$ cat config.mk
export PLATFORM = sky130hd
export DESIGN_NAME = ipd_line_led_command_parser
export DESIGN_NICKNAME = d
export VERILOG_FILES = /design/src/rtl/ipd_led_pkg.sv /design/src/rtl/ipd_line_led_command_parser.sv
export VERILOG_INCLUDE_DIRS = /design/src /design/src/rtl
export SDC_FILE = /design/constraint.sdc
export NUM_CORES = 1
export LEC_CHECK = 0
export BUFFER_PORTS_ARGS = -buffer_cell sky130_fd_sc_hd__buf_2
export CORE_AREA = 4 4 100 121
export CTS_CLUSTER_SIZE = 10
export DETAILED_ROUTE_END_ITERATION = 16
export DIE_AREA = 0 0 104 125
export PLACE_DENSITY = 0.75
export RECOVER_POWER = 50
export SYNTH_ARGS = -nofsm -noshare
export SYNTH_HDL_FRONTEND = slang
export SYNTH_SLANG_ARGS = --single-unit
$ cat constraint.sdc
create_clock -name clk -period 4.08 [get_ports clk]
set_input_delay 0.204 -clock clk [delete_from_list [all_inputs] [get_ports clk]]
set_output_delay 0.204 -clock clk [all_outputs]
set_load 0.1 [all_outputs]
$ cat src/rtl/assert_macros.svh
// Assertion macros shared by the RTL of the LED command parser.
// Relies on clk and rst_n being visible in the module that expands them.
`ifndef ASSERT_MACROS_SVH
`define ASSERT_MACROS_SVH

// Property checked at every clock edge outside reset.
`define ASSERT_ALWAYS(label, expr, msg) \
  label: assert property (@(posedge clk) disable iff (!rst_n) (expr)) else $error(msg);

// Implication checked in the cycle after the antecedent.
`define ASSERT_NEXT(label, ante, cons, msg) \
  label: assert property (@(posedge clk) disable iff (!rst_n) (ante) |=> (cons)) \
    else $error(msg);

// Implication checked in the same cycle.
`define ASSERT_SAME(label, ante, cons, msg) \
  label: assert property (@(posedge clk) disable iff (!rst_n) (ante) |-> (cons)) \
    else $error(msg);

`endif

$ cat src/rtl/ipd_led_pkg.sv
// Package for the LED command parser: event codes, control characters and
// the command word tables. No dependencies.
`default_nettype none

package ipd_led_pkg;

  typedef enum logic [3:0] {
    EV_NONE      = 4'd0,
    EV_ALLON     = 4'd1,
    EV_ALLOFF    = 4'd2,
    EV_LEDON     = 4'd3,
    EV_LEDOFF    = 4'd4,
    EV_BADSUFFIX = 4'd5,
    EV_BADNUMBER = 4'd6,
    EV_UNKNOWN   = 4'd7,
    EV_OVERFLOW  = 4'd8,
    EV_IGNORED   = 4'd9
  } event_t;

  localparam logic [7:0] CH_LF    = 8'h0A;
  localparam logic [7:0] CH_CR    = 8'h0D;
  localparam logic [7:0] CH_NUL   = 8'h00;
  localparam logic [7:0] CH_SPACE = 8'h20;
  localparam logic [7:0] CH_TAB   = 8'h09;
  localparam logic [7:0] CH_COLON = 8'h3A;
  localparam logic [7:0] CH_PLUS  = 8'h2B;
  localparam logic [7:0] CH_MINUS = 8'h2D;
  localparam logic [7:0] CH_ZERO  = 8'h30;
  localparam logic [7:0] CH_NINE  = 8'h39;

  // Word tables: a position past the end yields NUL, which never matches
  // since NUL bytes are handled before any comparison.
  function automatic logic [7:0] prefix_char(input logic [3:0] p);
    logic [7:0] c;
    case (p)
      4'd0:    c = "+";
      4'd1:    c = "I";
      4'd2:    c = "P";
      4'd3:    c = "D";
      4'd4:    c = ",";
      default: c = CH_NUL;
    endcase
    return c;
  endfunction

  function automatic logic [7:0] allon_char(input logic [3:0] p);
    logic [7:0] c;
    case (p)
      4'd0:    c = "a";
      4'd1:    c = "l";
      4'd2:    c = "l";
      4'd3:    c = "_";
      4'd4:    c = "l";
      4'd5:    c = "e";
      4'd6:    c = "d";
      4'd7:    c = "_";
      4'd8:    c = "o";
      4'd9:    c = "n";
      default: c = CH_NUL;
    endcase
    return c;
  endfunction

  function automatic logic [7:0] alloff_char(input logic [3:0] p);
    logic [7:0] c;
    case (p)
      4'd0:    c = "a";
      4'd1:    c = "l";
      4'd2:    c = "l";
      4'd3:    c = "_";
      4'd4:    c = "l";
      4'd5:    c = "e";
      4'd6:    c = "d";
      4'd7:    c = "_";
      4'd8:    c = "o";
      4'd9:    c = "f";
      4'd10:   c = "f";
      default: c = CH_NUL;
    endcase
    return c;
  endfunction

  function automatic logic [7:0] led_char(input logic [3:0] p);
    logic [7:0] c;
    case (p)
      4'd0:    c = "l";
      4'd1:    c = "e";
      4'd2:    c = "d";
      4'd3:    c = "_";
      default: c = CH_NUL;
    endcase
    return c;
  endfunction

  function automatic logic [7:0] on_char(input logic [3:0] p);
    logic [7:0] c;
    case (p)
      4'd0:    c = "_";
      4'd1:    c = "o";
      4'd2:    c = "n";
      default: c = CH_NUL;
    endcase
    return c;
  endfunction

  function automatic logic [7:0] off_char(input logic [3:0] p);
    logic [7:0] c;
    case (p)
      4'd0:    c = "_";
      4'd1:    c = "o";
      4'd2:    c = "f";
      4'd3:    c = "f";
      default: c = CH_NUL;
    endcase
    return c;
  endfunction

endpackage

`default_nettype wire

$ cat src/rtl/ipd_line_led_command_parser.sv
// LED command parser: line assembly, "+IPD," command decode and LED mask.
// Depends on ipd_led_pkg and assert_macros.svh.
//
// Usage:
//   Input channel (in_valid, in_stall, in_byte) carries one received byte per
//   transaction. Output channel (out_valid, out_stall, out_leds, out_event_res)
//   returns exactly one result per byte: the LED mask after that byte and an
//   event code (none, command outcome, overflow or ignored line).
//   CR or LF closes a line and applies its command; an over-long line drops
//   the byte and restarts with an overflow event.
//   A byte is captured in the input register; the decode of the input register
//   loads the result register once the result register is free.
//   Throughput is one byte per cycle while out_stall does not hold the result;
//   the decode is a single combinational pass over the byte and the parser state.
//   Synchronous active-low reset empties both registers, restarts the line
//   and switches all LEDs off.
//   A stalled result holds; the input register keeps filling behind it, and
//   in_stall rises only once both stages hold a transaction.
`default_nettype none
`include "assert_macros.svh"

module ipd_line_led_command_parser #(
  parameter int LINE_BYTES = 128,
  parameter int LED_COUNT  = 16
) (
  input  wire logic        clk,
  input  wire logic        rst_n,
  input  wire logic        in_valid,
  output logic             in_stall,
  input  wire logic [7:0]  in_byte,
  output logic             out_valid,
  input  wire logic        out_stall,
  output logic [15:0]      out_leds,
  output logic [3:0]       out_event_res
);

  localparam int LEN_W = $clog2(LINE_BYTES);
  localparam int NUM_W = $clog2(LED_COUNT + 1);
  localparam logic [LEN_W-1:0] LEN_LAST = LEN_W'(LINE_BYTES - 1);
  localparam logic [NUM_W-1:0] NUM_SAT  = NUM_W'(LED_COUNT);

  typedef enum logic [3:0] {
    ST_PREFIX, ST_COLON, ST_CMD, ST_NUM_FIRST, ST_NUM_WS, ST_NUM_SIGN,
    ST_NUM_DIG, ST_SUFFIX, ST_ALLON, ST_ALLOFF, ST_LEDON, ST_LEDOFF,
    ST_BADSUFFIX, ST_BADNUM, ST_UNKNOWN, ST_IGNORE
  } stage_t;

  // Input register and result register
  logic                 v1_r;
  logic [7:0]           byte_r;
  logic                 out_valid_r;
  logic [15:0]          out_leds_r;
  ipd_led_pkg::event_t  out_ev_r;

  // Parser state
  stage_t               stage_r, stage_nxt;
  logic [LEN_W-1:0]     len_r, len_nxt;
  logic [3:0]           mp_r, mp_nxt;
  logic [2:0]           cf_r, cf_nxt;
  logic [NUM_W-1:0]     nv_r, nv_nxt;
  logic                 neg_r, neg_nxt;
  logic [LED_COUNT-1:0] led_r, led_nxt;
  ipd_led_pkg::event_t  ev_nxt;

  logic out_free, adv;

  assign out_free = !out_valid_r || !out_stall;
  assign adv      = v1_r && out_free;
  assign in_stall = v1_r && !out_free;

  // Byte classes
  logic       is_eol, is_digit, is_space, is_sign;
  logic [3:0] dig;
  assign is_eol   = (byte_r == ipd_led_pkg::CH_LF) || (byte_r == ipd_led_pkg::CH_CR);
  assign is_digit = (byte_r >= ipd_led_pkg::CH_ZERO) && (byte_r <= ipd_led_pkg::CH_NINE);
  assign is_space = (byte_r == ipd_led_pkg::CH_SPACE) ||
                    ((byte_r >= ipd_led_pkg::CH_TAB) && (byte_r <= ipd_led_pkg::CH_CR));
  assign is_sign  = (byte_r == ipd_led_pkg::CH_PLUS) || (byte_r == ipd_led_pkg::CH_MINUS);
  assign dig      = byte_r[3:0];

  // Number accumulation, saturating at LED_COUNT
  logic [9:0]       acc_sum, first_sum;
  logic [NUM_W-1:0] nv_acc, nv_first;
  assign acc_sum   = 10'(nv_r) * 10'd10 + 10'(dig);
  assign first_sum = 10'(dig);
  assign nv_acc    = (acc_sum > 10'(LED_COUNT)) ? NUM_SAT : NUM_W'(acc_sum);
  assign nv_first  = (first_sum > 10'(LED_COUNT)) ? NUM_SAT : NUM_W'(first_sum);

  logic number_bad;
  assign number_bad = (neg_r && (nv_r != '0)) || (nv_r >= NUM_SAT);

  // Stage after the text ends
  stage_t stage_fin;
  always_comb begin
    case (stage_r)
      ST_PREFIX, ST_COLON: stage_fin = ST_IGNORE;
      ST_CMD:              stage_fin = ST_UNKNOWN;
      ST_NUM_FIRST, ST_NUM_WS, ST_NUM_SIGN, ST_SUFFIX:
        stage_fin = ST_BADSUFFIX;
      ST_NUM_DIG:          stage_fin = number_bad ? ST_BADNUM : ST_BADSUFFIX;
      default:             stage_fin = stage_r;
    endcase
  end

  // Command word match
  logic [2:0] cmd_f;
  always_comb begin
    cmd_f = cf_r;
    if (byte_r != ipd_led_pkg::allon_char(mp_r))  cmd_f[0] = 1'b0;
    if (byte_r != ipd_led_pkg::alloff_char(mp_r)) cmd_f[1] = 1'b0;
    if (byte_r != ipd_led_pkg::led_char(mp_r))    cmd_f[2] = 1'b0;
  end

  // Suffix match; a fresh suffix starts at position zero with both candidates
  logic [3:0] sfx_p;
  logic [1:0] sfx_f;
  always_comb begin
    sfx_p = (stage_r == ST_SUFFIX) ? mp_r : 4'd0;
    sfx_f = (stage_r == ST_SUFFIX) ? cf_r[1:0] : 2'b11;
    if (byte_r != ipd_led_pkg::on_char(sfx_p))  sfx_f[0] = 1'b0;
    if (byte_r != ipd_led_pkg::off_char(sfx_p)) sfx_f[1] = 1'b0;
  end

  stage_t     sfx_stage;
  logic [3:0] sfx_mp;
  logic [2:0] sfx_cf;
  always_comb begin
    sfx_stage = ST_SUFFIX;
    sfx_mp    = sfx_p + 4'd1;
    sfx_cf    = {1'b0, sfx_f};
    if (sfx_f[0] && (sfx_p == 4'd2)) begin
      sfx_stage = ST_LEDON;
    end else if (sfx_f[1] && (sfx_p == 4'd3)) begin
      sfx_stage = ST_LEDOFF;
    end else if (sfx_f == 2'b00) begin
      sfx_stage = ST_BADSUFFIX;
    end
  end

  logic [LED_COUNT-1:0] led_bit;
  assign led_bit = LED_COUNT'(1) << nv_r;

  always_comb begin
    stage_nxt = stage_r;
    len_nxt   = len_r;
    mp_nxt    = mp_r;
    cf_nxt    = cf_r;
    nv_nxt    = nv_r;
    neg_nxt   = neg_r;
    led_nxt   = led_r;
    ev_nxt    = ipd_led_pkg::EV_NONE;
    if (is_eol) begin
      unique case (stage_fin)
        ST_ALLON: begin
          led_nxt = '1;
          ev_nxt  = ipd_led_pkg::EV_ALLON;
        end
        ST_ALLOFF: begin
          led_nxt = '0;
          ev_nxt  = ipd_led_pkg::EV_ALLOFF;
        end
        ST_LEDON: begin
          led_nxt = led_r | led_bit;
          ev_nxt  = ipd_led_pkg::EV_LEDON;
        end
        ST_LEDOFF: begin
          led_nxt = led_r & ~led_bit;
          ev_nxt  = ipd_led_pkg::EV_LEDOFF;
        end
        ST_BADSUFFIX: ev_nxt = ipd_led_pkg::EV_BADSUFFIX;
        ST_BADNUM:    ev_nxt = ipd_led_pkg::EV_BADNUMBER;
        ST_UNKNOWN:   ev_nxt = ipd_led_pkg::EV_UNKNOWN;
        default:      ev_nxt = ipd_led_pkg::EV_IGNORED;
      endcase
      stage_nxt = ST_PREFIX;
      len_nxt   = '0;
      mp_nxt    = '0;
      cf_nxt    = '0;
      nv_nxt    = '0;
      neg_nxt   = 1'b0;
    end else if (len_r == LEN_LAST) begin
      stage_nxt = ST_PREFIX;
      len_nxt   = '0;
      mp_nxt    = '0;
      cf_nxt    = '0;
      nv_nxt    = '0;
      neg_nxt   = 1'b0;
      ev_nxt    = ipd_led_pkg::EV_OVERFLOW;
    end else begin
      len_nxt = len_r + LEN_W'(1);
      if (byte_r == ipd_led_pkg::CH_NUL) begin
        stage_nxt = stage_fin;
      end else begin
        unique case (stage_r)
          ST_PREFIX: begin
            if (byte_r == ipd_led_pkg::prefix_char(mp_r)) begin
              mp_nxt = mp_r + 4'd1;
              if (mp_r == 4'd4) stage_nxt = ST_COLON;
            end else begin
              stage_nxt = ST_IGNORE;
            end
          end
          ST_COLON: begin
            if (byte_r == ipd_led_pkg::CH_COLON) begin
              stage_nxt = ST_CMD;
              mp_nxt    = '0;
              cf_nxt    = 3'b111;
            end
          end
          ST_CMD: begin
            if (cmd_f[0] && (mp_r == 4'd9)) begin
              stage_nxt = ST_ALLON;
            end else if (cmd_f[1] && (mp_r == 4'd10)) begin
              stage_nxt = ST_ALLOFF;
            end else if (cmd_f[2] && (mp_r == 4'd3)) begin
              stage_nxt = ST_NUM_FIRST;
              nv_nxt    = '0;
              neg_nxt   = 1'b0;
            end else if (cmd_f == 3'b000) begin
              stage_nxt = ST_UNKNOWN;
            end else begin
              cf_nxt = cmd_f;
              mp_nxt = mp_r + 4'd1;
            end
          end
          ST_NUM_FIRST, ST_NUM_WS: begin
            if (is_digit) begin
              stage_nxt = ST_NUM_DIG;
              nv_nxt    = nv_first;
            end else if (is_space) begin
              stage_nxt = ST_NUM_WS;
            end else if (is_sign) begin
              stage_nxt = ST_NUM_SIGN;
              neg_nxt   = (byte_r == ipd_led_pkg::CH_MINUS);
            end else if (stage_r == ST_NUM_FIRST) begin
              stage_nxt = sfx_stage;
              mp_nxt    = sfx_mp;
              cf_nxt    = sfx_cf;
            end else begin
              stage_nxt = ST_BADSUFFIX;
            end
          end
          ST_NUM_SIGN: begin
            if (is_digit) begin
              stage_nxt = ST_NUM_DIG;
              nv_nxt    = nv_first;
            end else begin
              stage_nxt = ST_BADSUFFIX;
            end
          end
          ST_NUM_DIG: begin
            if (is_digit) begin
              nv_nxt = nv_acc;
            end else if (number_bad) begin
              stage_nxt = ST_BADNUM;
            end else begin
              stage_nxt = sfx_stage;
              mp_nxt    = sfx_mp;
              cf_nxt    = sfx_cf;
            end
          end
          ST_SUFFIX: begin
            stage_nxt = sfx_stage;
            mp_nxt    = sfx_mp;
            cf_nxt    = sfx_cf;
          end
          default: stage_nxt = stage_r;
        endcase
      end
    end
  end

  logic [31:0] led_ext;
  assign led_ext = 32'(led_nxt);

  always_ff @(posedge clk) begin
    if (!rst_n) begin
      v1_r        <= 1'b0;
      out_valid_r <= 1'b0;
      stage_r     <= ST_PREFIX;
      len_r       <= '0;
      mp_r        <= '0;
      cf_r        <= '0;
      nv_r        <= '0;
      neg_r       <= 1'b0;
      led_r       <= '0;
    end else begin
      if (!in_stall) begin
        v1_r <= in_valid;
      end
      if (in_valid && !in_stall) begin
        byte_r <= in_byte;
      end
      if (out_free) begin
        out_valid_r <= v1_r;
      end
      if (adv) begin
        out_leds_r <= led_ext[15:0];
        out_ev_r   <= ev_nxt;
        stage_r    <= stage_nxt;
        len_r      <= len_nxt;
        mp_r       <= mp_nxt;
        cf_r       <= cf_nxt;
        nv_r       <= nv_nxt;
        neg_r      <= neg_nxt;
        led_r      <= led_nxt;
      end
    end
  end

  assign out_valid     = out_valid_r;
  assign out_leds      = out_leds_r;
  assign out_event_res = out_ev_r;

  logic line_idle, cmd_event;
  assign line_idle = (len_r == '0) && (stage_r == ST_PREFIX);
  assign cmd_event = (ev_nxt == ipd_led_pkg::EV_ALLON) || (ev_nxt == ipd_led_pkg::EV_ALLOFF) ||
                     (ev_nxt == ipd_led_pkg::EV_LEDON) || (ev_nxt == ipd_led_pkg::EV_LEDOFF);

  `ASSERT_ALWAYS(a_len_in_range, (len_r <= LEN_LAST) && (nv_r <= NUM_SAT), "state out of range")
  `ASSERT_NEXT(a_eol_restarts, adv && is_eol, line_idle, "line not restarted after line end")
  `ASSERT_SAME(a_leds_only_on_cmd, adv && !cmd_event, led_nxt == led_r, "LED mask changed")

endmodule

`default_nettype wire

==> impl_metrics.env, run 1 <==
export IMPL_cts_sinks=82
export IMPL_setup_worst_path_end_class="register"
export IMPL_ys_ff_latch=82
export IMPL_netlist_area_sq_um=5930
export IMPL_cts_buffers=9
export IMPL_hold_violations=0
export IMPL_critical_path_startpoint_type="register"
export IMPL_synth_ff_type="dfxtp_1"
export IMPL_finalWeightedCongestion=0.976
export IMPL_yosysWarnings=0
export IMPL_final_common_cell="nand2_1"
export IMPL_maxSlewHeadroom=-0.293
export IMPL_fin_crit_ns=3.68
export IMPL_finalSetupViolations=0
export IMPL_criticalPathCategory="reg2reg"
export IMPL_finalNetCount=758
export IMPL_vias=5488
export IMPL_layout_common_cells="103 x nand2_1, 57 x a21oi_1, 54 x dfxtp_1, 37 x o21ai_0, 35 x nor2_1"
export IMPL_outcome="finished with violations"
export IMPL_firstDrtPassIters=6
export IMPL_dieArea_sq_um=13000
export IMPL_min_period_over_period=0.903
export IMPL_die_h_microns=125
export IMPL_post_place_ws_ns=0.475
export IMPL_powerDensity_nw_per_um2=316
export IMPL_rsz0062_at_grt="false"
export IMPL_root_buffer="clkbuf_16"
export IMPL_clock_path_buffers=2
export IMPL_start_util=0.542
export IMPL_routed_via_density=6.33
export IMPL_post_synth_cell_area_avg_sq_um=8.24
export IMPL_ctsHoldBuffers=0
export IMPL_multi_input_area_sq_um=3680
export IMPL_wirelength_microns=16300
export IMPL_hpwlAfterDp_microns=11900
export IMPL_grt_pass1_wl_microns=26700
export IMPL_port_buffers=33
export IMPL_final_design_area_no_fill_sq_um=6350
export IMPL_cts_tree="built"
export IMPL_drv_slew=51
export IMPL_syn_inst=720
export IMPL_ys_types=91
export IMPL_drc=0
export IMPL_skew_ns=0.00844
export IMPL_grt_usage=0.252
export IMPL_arrival_ns=3.97
export IMPL_ff_latch_area_sq_um=1920
export IMPL_ant_nets=0
export IMPL_violations="capacitance limit, slew limit"
export IMPL_irDropWorstVdd_v=0.000159
export IMPL_fmax_mhz=271
export IMPL_clkTransAtPathRegs_ns=0.06
export IMPL_htreeDepth=3
export IMPL_drtIter0Drc=376
export IMPL_synth_edf_count=28
export IMPL_slowest_delay_ns=0.71
export IMPL_tightest_slew_ns=1.94
export IMPL_cts_resized=0
export IMPL_coreArea_sq_um=10900
export IMPL_place_area_sq_um=6120
export IMPL_io_pins=34
export IMPL_worstSkewPairLatency_ns=0.34
export IMPL_n_fill_cell=997
export IMPL_area_growth_pct=7.05
export IMPL_drive_gt1_frac=0.0925
export IMPL_cts_setup_buffers=0
export IMPL_grt_max_degree=51
export IMPL_synth_async_reset_ratio=0
export IMPL_hold_ws_ns=0.0345
export IMPL_antenna_cells=0
export IMPL_worst_path_buf_inv=1
export IMPL_slowest_stage="edfxtp_1"
export IMPL_antenna_found_initial=0
export IMPL_die_w_microns=104
export IMPL_grt_pass1_vias=5362
export IMPL_crit_path_max_fanout=23
export IMPL_cp_top_family="simple AND/OR/NAND/NOR gates"
export IMPL_yosysSeqAreaShare=0.324
export IMPL_synth_nets=748
export IMPL_cap_violations=1
export IMPL_fp_row_count=42
export IMPL_p_leak_nw=2.18
export IMPL_setup_ws_ns=0.396
export IMPL_gr_total_overflow=0
export IMPL_wl_per_cell_microns=18.8
export IMPL_path_cells="or2_1, o32ai_2, or3b_1, and3b_2, o221ai_4, o21ai_4, mux2i_1, and2_1, inv_2, ha_1, a221o_1, nand2_1"
export IMPL_min_path_type="in2reg"
export IMPL_finalSetupTns_ns=0
export IMPL_worst_ep_required_time_ns=4.37
## path summary, 6_finish.rpt
check / cells after the start / slack, ns / startpoint / end
worst min register to register: 2 / 0.46 / led_r[3] / led_r[3]
worst max-delay path: 12 / 0.40 / byte_r[3] / register
worst max register to register: 12 / 0.40 / byte_r[3] / register
worst min-delay path: 1 / 0.03 / in_byte[7] / byte_r[7]
## Yosys cell counts (all sizes together) (3+ instances only)
| cell | number | area [sq um] |
|---|---|---|
| buf | 32 | 196 |
| nand2 | 103 | 387 |
| edfxtp | 28 | 841 |
| a21boi | 25 | 191 |
| nand3b | 5 | 37.5 |
| xor2 | 20 | 175 |
| o21bai | 8 | 60.1 |
| and2 | 14 | 87.6 |
| o21a | 7 | 52.6 |
| o41ai | 3 | 26.3 |
| or3 | 8 | 50.1 |
| a31oi | 4 | 25.0 |
| clkbuf | 20 | 75.1 |
| nor2b | 12 | 75.1 |
| nor3b | 5 | 37.5 |
| nand3 | 23 | 115 |
| and3 | 7 | 43.8 |
| nand4 | 9 | 56.3 |
| and4 | 3 | 26.3 |
| and3b | 3 | 27.5 |
| ha | 14 | 175 |
| o31ai | 3 | 22.5 |
| nand2b | 16 | 100 |
| mux2i | 6 | 60.1 |
| or3b | 4 | 35.0 |
| mux2 | 6 | 67.6 |
| o21ai | 45 | 240 |
| inv | 13 | 48.8 |
| a21oi | 58 | 294 |
| dfxtp | 54 | 1080 |
| nor4 | 11 | 87.6 |
| or2 | 6 | 37.5 |
| a21o | 7 | 60.1 |
| xnor2 | 7 | 61.3 |
| a211oi | 13 | 115 |
| nor3 | 20 | 131 |
| o2111ai | 3 | 26.3 |
| nor2 | 36 | 138 |
| a22oi | 8 | 60.1 |
| o211ai | 9 | 67.6 |
## metal layers
| layer | wire (microns) | vias up | global-route usage | share of wire |
|---|---|---|---|---|
| li1 | - | 2658 | - | - |
| met3 | 886 | 50 | 0.0392 | 0.054 |
| met4 | 738 | 0 | 0.135 | 0.045 |
| met5 | 0 | - | 0 | 0 |
| met1 | 6430 | 2580 | 0.281 | 0.40 |
| met2 | 8220 | 200 | 0.460 | 0.50 |
## final cells by class
type,instances,share of cell area
Multi-Input combinational cell,572,0.580
Sequential cell,82,0.303
Timing Repair Buffer,51,0.0422
Clock buffer,12,0.0373
Tap cell,132,0.0260
Inverter,14,0.00828
Clock inverter,4,0.00315
## cell families (layout without fill, tap and decap cells)
group / Yosys count / count (layout) / share of synthesized area
AND/OR/NAND/NOR: 295 / 295 / 0.264
AO/OA/AOI/OAI: 222 / 222 / 0.259
flip-flops: 82 / 82 / 0.324
buffers and inverters: 66 / 81 / 0.0546
XOR/XNOR: 27 / 27 / 0.0399
adder cells (fa/ha/maj): 16 / 16 / 0.0363
multiplexers: 12 / 12 / 0.0215
## power by group
part           internal [mW]  switching [mW]
Combinational          0.130           0.236
Clock                  0.407           0.313
Sequential             0.869          0.0522
## per-stage QoR
| stage | utilization | power, mW | cells |
|---|---|---|---|
| final | 0.581 | 2.01 | 867 |
| after global routing | 0.581 | 2.09 | 867 |
| after CTS | 0.584 | 2.02 | 867 |
| after detailed placement | 0.560 | 1.30 | 851 |
| after global placement | 0.560 | 1.29 | 851 |
| after floorplan | - | 1.21 | 720 |
Power figures use the tool's default switching activity.
==> inputs of run 2 (changes only) <==
PLACE_DENSITY = 0.72   (was 0.75)
==> run 2 against run 1 <==
  * The flow still finishes with violations (capacitance limit, slew limit)
  * Worst setup slack improved by 0.043 ns
  * Die area did not move
  * Maximum frequency rose by 1.2%
  * Cell count rose by 0.12%
  * Global-route usage fell by 0.57 points
==> impl_metrics.env, run 2 (same netlist as run 1, synthesis figures left out) <==
export IMPL_crit_path_max_fanout=22
export IMPL_outcome="finished with violations"
export IMPL_clock_path_buffers=2
export IMPL_grt_pass1_wl_microns=26500
export IMPL_start_util=0.542
export IMPL_area_growth_pct=8.48
export IMPL_drc=0
export IMPL_hpwlAfterDp_microns=11600
export IMPL_port_buffers=33
export IMPL_cts_sinks=82
export IMPL_min_period_over_period=0.892
export IMPL_worstSkewPairLatency_ns=0.35
export IMPL_fin_crit_ns=3.64
export IMPL_root_buffer="clkbuf_16"
export IMPL_die_h_microns=125
export IMPL_antenna_cells=0
export IMPL_finalNetCount=759
export IMPL_n_fill_cell=999
export IMPL_finalPower_mw=2.17
export IMPL_routed_via_density=6.35
export IMPL_rsz0062_at_grt="false"
export IMPL_arrival_ns=3.93
export IMPL_htreeDepth=3
export IMPL_ant_nets=0
export IMPL_min_path_type="in2reg"
export IMPL_antenna_found_initial=0
export IMPL_hold_violations=0
export IMPL_drv_slew=51
export IMPL_gr_total_overflow=0
export IMPL_drive_gt1_frac=0.0992
export IMPL_grt_pass1_vias=5334
export IMPL_worst_ep_required_time_ns=4.37
export IMPL_powerDensity_nw_per_um2=338
export IMPL_io_pins=34
export IMPL_wirelength_microns=15900
export IMPL_cts_buffers=9
export IMPL_cts_tree="built"
export IMPL_setup_worst_path_end_class="register"
export IMPL_multi_input_area_sq_um=3680
export IMPL_vias=5511
export IMPL_skew_ns=0.0118
export IMPL_tightest_slew_ns=1.96
export IMPL_firstDrtPassIters=5
export IMPL_wl_per_cell_microns=18.3
export IMPL_wl_met1_microns=6330
export IMPL_top_layer_used="met4"
export IMPL_dieArea_sq_um=13000
export IMPL_die_w_microns=104
export IMPL_finalSetupTns_ns=0
export IMPL_final_common_cell="nand2_1"
export IMPL_irDropWorstVdd_v=0.000219
export IMPL_rrSetupSlack_ns=0.44
export IMPL_drtIter0Drc=411
export IMPL_grt_max_degree=51
export IMPL_critical_path_startpoint_type="register"
export IMPL_violations="capacitance limit, slew limit"
export IMPL_finalSetupViolations=0
export IMPL_cts_resized=0
export IMPL_wl_met3_microns=829
export IMPL_finalWeightedCongestion=0.972
export IMPL_utilization=0.588
export IMPL_ctsHoldBuffers=0
export IMPL_fmax_mhz=275
export IMPL_cts_setup_buffers=0
export IMPL_p_leak_nw=2.23
export IMPL_criticalPathCategory="reg2reg"
export IMPL_layout_common_cells="103 x nand2_1, 57 x a21oi_1, 54 x dfxtp_1, 37 x o21ai_0, 35 x nor2_1"
export IMPL_cap_violations=1
export IMPL_wl_met2_microns=8020
export IMPL_maxSlewHeadroom=-0.309
export IMPL_ff_latch_area_sq_um=1920
export IMPL_grt_usage=0.247
export IMPL_fp_row_count=42
export IMPL_coreArea_sq_um=10900
export IMPL_clkTransAtPathRegs_ns=0.06
[run 2: cell types whose count changed in the layout (fill, tap and decap cells not counted)]
| cell | before | now |
|---|---|---|
| buf_4 | 17 | 18 |
| bufinv_16 | 0 | 1 |
| clkinv_2 | 1 | 0 |
| inv_6 | 0 | 1 |
| clkinv_1 | 3 | 1 |
| clkbuf_16 | 9 | 11 |
| clkinv_4 | 0 | 1 |
| clkbuf_1 | 27 | 25 |
[run 2: report_power, final]
part           total, mW  leakage, nW  internal, mW  switching [mW]
Clock              0.884        0.160         0.551           0.333
Combinational      0.366         1.38         0.129           0.237
Sequential         0.921        0.685         0.869          0.0516
[run 2: final cells by class]
class	count	area share
Clock inverter	4	0.00856
Inverter	14	0.00817
Timing Repair Buffer	52	0.0428
Tap cell	132	0.0257
Multi-Input combinational cell	572	0.573
Sequential cell	82	0.299
Clock buffer	12	0.0434
[run 2: metrics by stage]
stage          hold slack (ns)  cell area, sq um  worst slack, ns  std cells
6_report                0.0317              6430            0.440        868
3_5_place_dp             0.382              6130            0.487        852
4_1_cts                 0.0230              6460            0.459        868
5_1_grt                 0.0247              6430            0.184        868
3_3_place_gp             0.381              6130            0.620        852
2_1_floorplan            0.303              5930            0.941        720
[run 2: worst paths after layout]
path	start	cells past startpoint	to
worst min-delay path	in_byte[0]	1	byte_r[0]
worst max-delay path	byte_r[2]	12	register
worst min register to register	led_r[3]	2	led_r[3]
worst max register to register	byte_r[2]	12	register
[run 2: per-layer routing]
layer | vias to the layer above | global-route usage
li1 | 2658 | -
met3 | 55 | 0.0428
met1 | 2590 | 0.286
met4 | 0 | 0.123
met5 | - | 0
met2 | 208 | 0.437
[run 2: critical path, stage by stage (launching register included)]
cell      delay [ns]
edfxtp_1        0.73
or2_1           0.39
o32ai_2         0.23
or3b_1          0.39
and3b_2         0.30
o221ai_4        0.14
o21ai_4         0.26
mux2i_1         0.24
and2_1          0.21
inv_2           0.04
ha_1            0.28
a221o_1         0.32
nand2_1         0.07
==> inputs of run 3 (changes only) <==
CORE_AREA = 4 4 104 116   (was 4 4 100 121)
DIE_AREA = 0 0 108 120   (was 0 0 104 125)
==> run 3 against run 2 <==
  * Routed wire length is 7.1% higher
  * Utilization increased by 0.63 points
  * Largest power group unchanged
  * Clock power decreased by 5.2%
  * Clock skew decreased by 0.0027 ns
  * Highest routed layer unchanged
  * Maximum frequency shrank 0.32%
  * Critical path type unchanged
  * Design area rose by 0.43%
  * Clock-buffer cell count is 1 lower
  * Global-route usage increased by 2.0 points
  * Non-clock buffer count rose by 6
  * The flow still finishes with violations (capacitance limit, slew limit)
  * Die area fell by 0.31%
==> impl_metrics.env, run 3 (same netlist as run 1, synthesis figures left out) <==
export IMPL_finalNetCount=765
export IMPL_place_area_sq_um=6190
export IMPL_cts_setup_buffers=0
export IMPL_layout_common_cells="103 x nand2_1, 57 x a21oi_1, 54 x dfxtp_1, 37 x o21ai_0, 35 x nor2_1"
export IMPL_outcome="finished with violations"
export IMPL_finalSetupTns_ns=0
export IMPL_drv_slew=51
export IMPL_cts_tree="built"
export IMPL_cts_sinks=82
export IMPL_fp_row_count=40
export IMPL_hold_violations=0
export IMPL_vias=5641
export IMPL_setup_ws_ns=0.428
export IMPL_grt_max_degree=51
export IMPL_cts_resized=0
export IMPL_gr_total_overflow=0
export IMPL_coreArea_sq_um=10900
export IMPL_antenna_found_initial=0
export IMPL_min_path_type="in2reg"
export IMPL_grt_usage=0.267
export IMPL_rsz0062_at_grt="false"
export IMPL_dieArea_sq_um=13000
export IMPL_drc=0
export IMPL_utilization=0.595
export IMPL_final_common_cell="nand2_1"
export IMPL_ant_nets=0
export IMPL_maxSlewHeadroom=-0.240
export IMPL_ff2ff_path_depth=13
export IMPL_place_inst=873
export IMPL_min_from="in_byte[7]"
export IMPL_grt_pass1_vias=5456
export IMPL_irDropWorstVdd_v=0.000201
export IMPL_fin_crit_ns=3.65
export IMPL_fmax_mhz=274
export IMPL_area_growth_pct=8.95
export IMPL_min_period_over_period=0.895
export IMPL_holdPathStages=1
export IMPL_criticalPathCategory="reg2reg"
export IMPL_rrSetupSlack_ns=0.43
export IMPL_die_h_microns=120
export IMPL_root_buffer="clkbuf_16"
export IMPL_crit_path_max_fanout=13
export IMPL_drive_gt1_frac=0.104
export IMPL_skew_ns=0.00905
export IMPL_arrival_ns=3.95
export IMPL_hold_ws_ns=0.0349
export IMPL_io_pins=34
export IMPL_cap_violations=1
export IMPL_final_design_area_no_fill_sq_um=6460
export IMPL_ctsHoldBuffers=0
export IMPL_port_buffers=33
export IMPL_clock_path_buffers=2
export IMPL_firstDrtPassIters=5
export IMPL_htreeDepth=3
export IMPL_cts_buffers=9
export IMPL_post_place_ws_ns=0.524
export IMPL_tightest_slew_ns=1.86
export IMPL_die_w_microns=108
export IMPL_powerDensity_nw_per_um2=330
export IMPL_critical_path_startpoint_type="register"
export IMPL_setup_worst_path_end_class="register"
export IMPL_routed_via_density=6.35
export IMPL_drtIter0Drc=402
export IMPL_worst_ep_required_time_ns=4.38
export IMPL_hpwlAfterDp_microns=12500
export IMPL_finalWeightedCongestion=0.970
export IMPL_finalPower_mw=2.13
export IMPL_hold_end="byte_r[7]"
export IMPL_worstSkewPairLatency_ns=0.35
export IMPL_wirelength_microns=17000
export IMPL_reg2reg_from="byte_r[6]"
export IMPL_antenna_cells=0
export IMPL_violations="capacitance limit, slew limit"
export IMPL_stdcell_count=889
export IMPL_grt_pass1_wl_microns=27600
export IMPL_finalSetupViolations=0
export IMPL_p_leak_nw=2.24
export IMPL_start_util=0.546
export IMPL_clkTransAtPathRegs_ns=0.07
export IMPL_wl_per_cell_microns=19.2
export IMPL_n_fill_cell=1032
## run 3: critical path, stage by stage (launching register included)
cell and delay (ns):
edfxtp_1 0.53, buf_4 0.23, nor3_1 0.54, o211ai_1 0.18, buf_4 0.24, nand2_1 0.29, nand2_1 0.25, o21ai_4 0.17
mux2i_1 0.24, and2_1 0.21, inv_2 0.04, ha_1 0.28, a221o_1 0.32, nand2_1 0.07
## run 3: final cells by class
type	instances	area, sq um	share of cell area
multi-input cells	572	3680	0.569
flip-flops and latches	82	1920	0.298
repair buffers	58	317	0.0490
clock buffers	11	243	0.0376
well taps	147	184	0.0285
clock inverters	5	63.8	0.00988
inverters	14	52.6	0.00813
## run 3: worst max-delay path by stage
stage | from | to | cells after the start
floorplan | byte_r[2] | register | 13
global placement | byte_r[3] | register | 12
detailed placement | byte_r[3] | register | 12
CTS | byte_r[3] | register | 12
global route | byte_r[6] | register | 13
finish | byte_r[6] | register | 13
## run 3: report_power, final
part / switching, mW / internal, mW / leakage, nW
Clock: 0.344 / 0.494 / 0.146
Sequential: 0.0404 / 0.869 / 0.685
Combinational: 0.252 / 0.132 / 1.41
Total: 0.636 / 1.49 / 2.24
## run 3: per-layer routing
| layer | GRT usage | routed length, microns | vias up |
|---|---|---|---|
| li1 | - | - | 2671 |
| met1 | 0.323 | 7020 | 2723 |
| met3 | 0.0301 | 740 | 57 |
| met2 | 0.457 | 8510 | 190 |
| met5 | 0 | 0 | - |
| met4 | 0.147 | 767 | 0 |
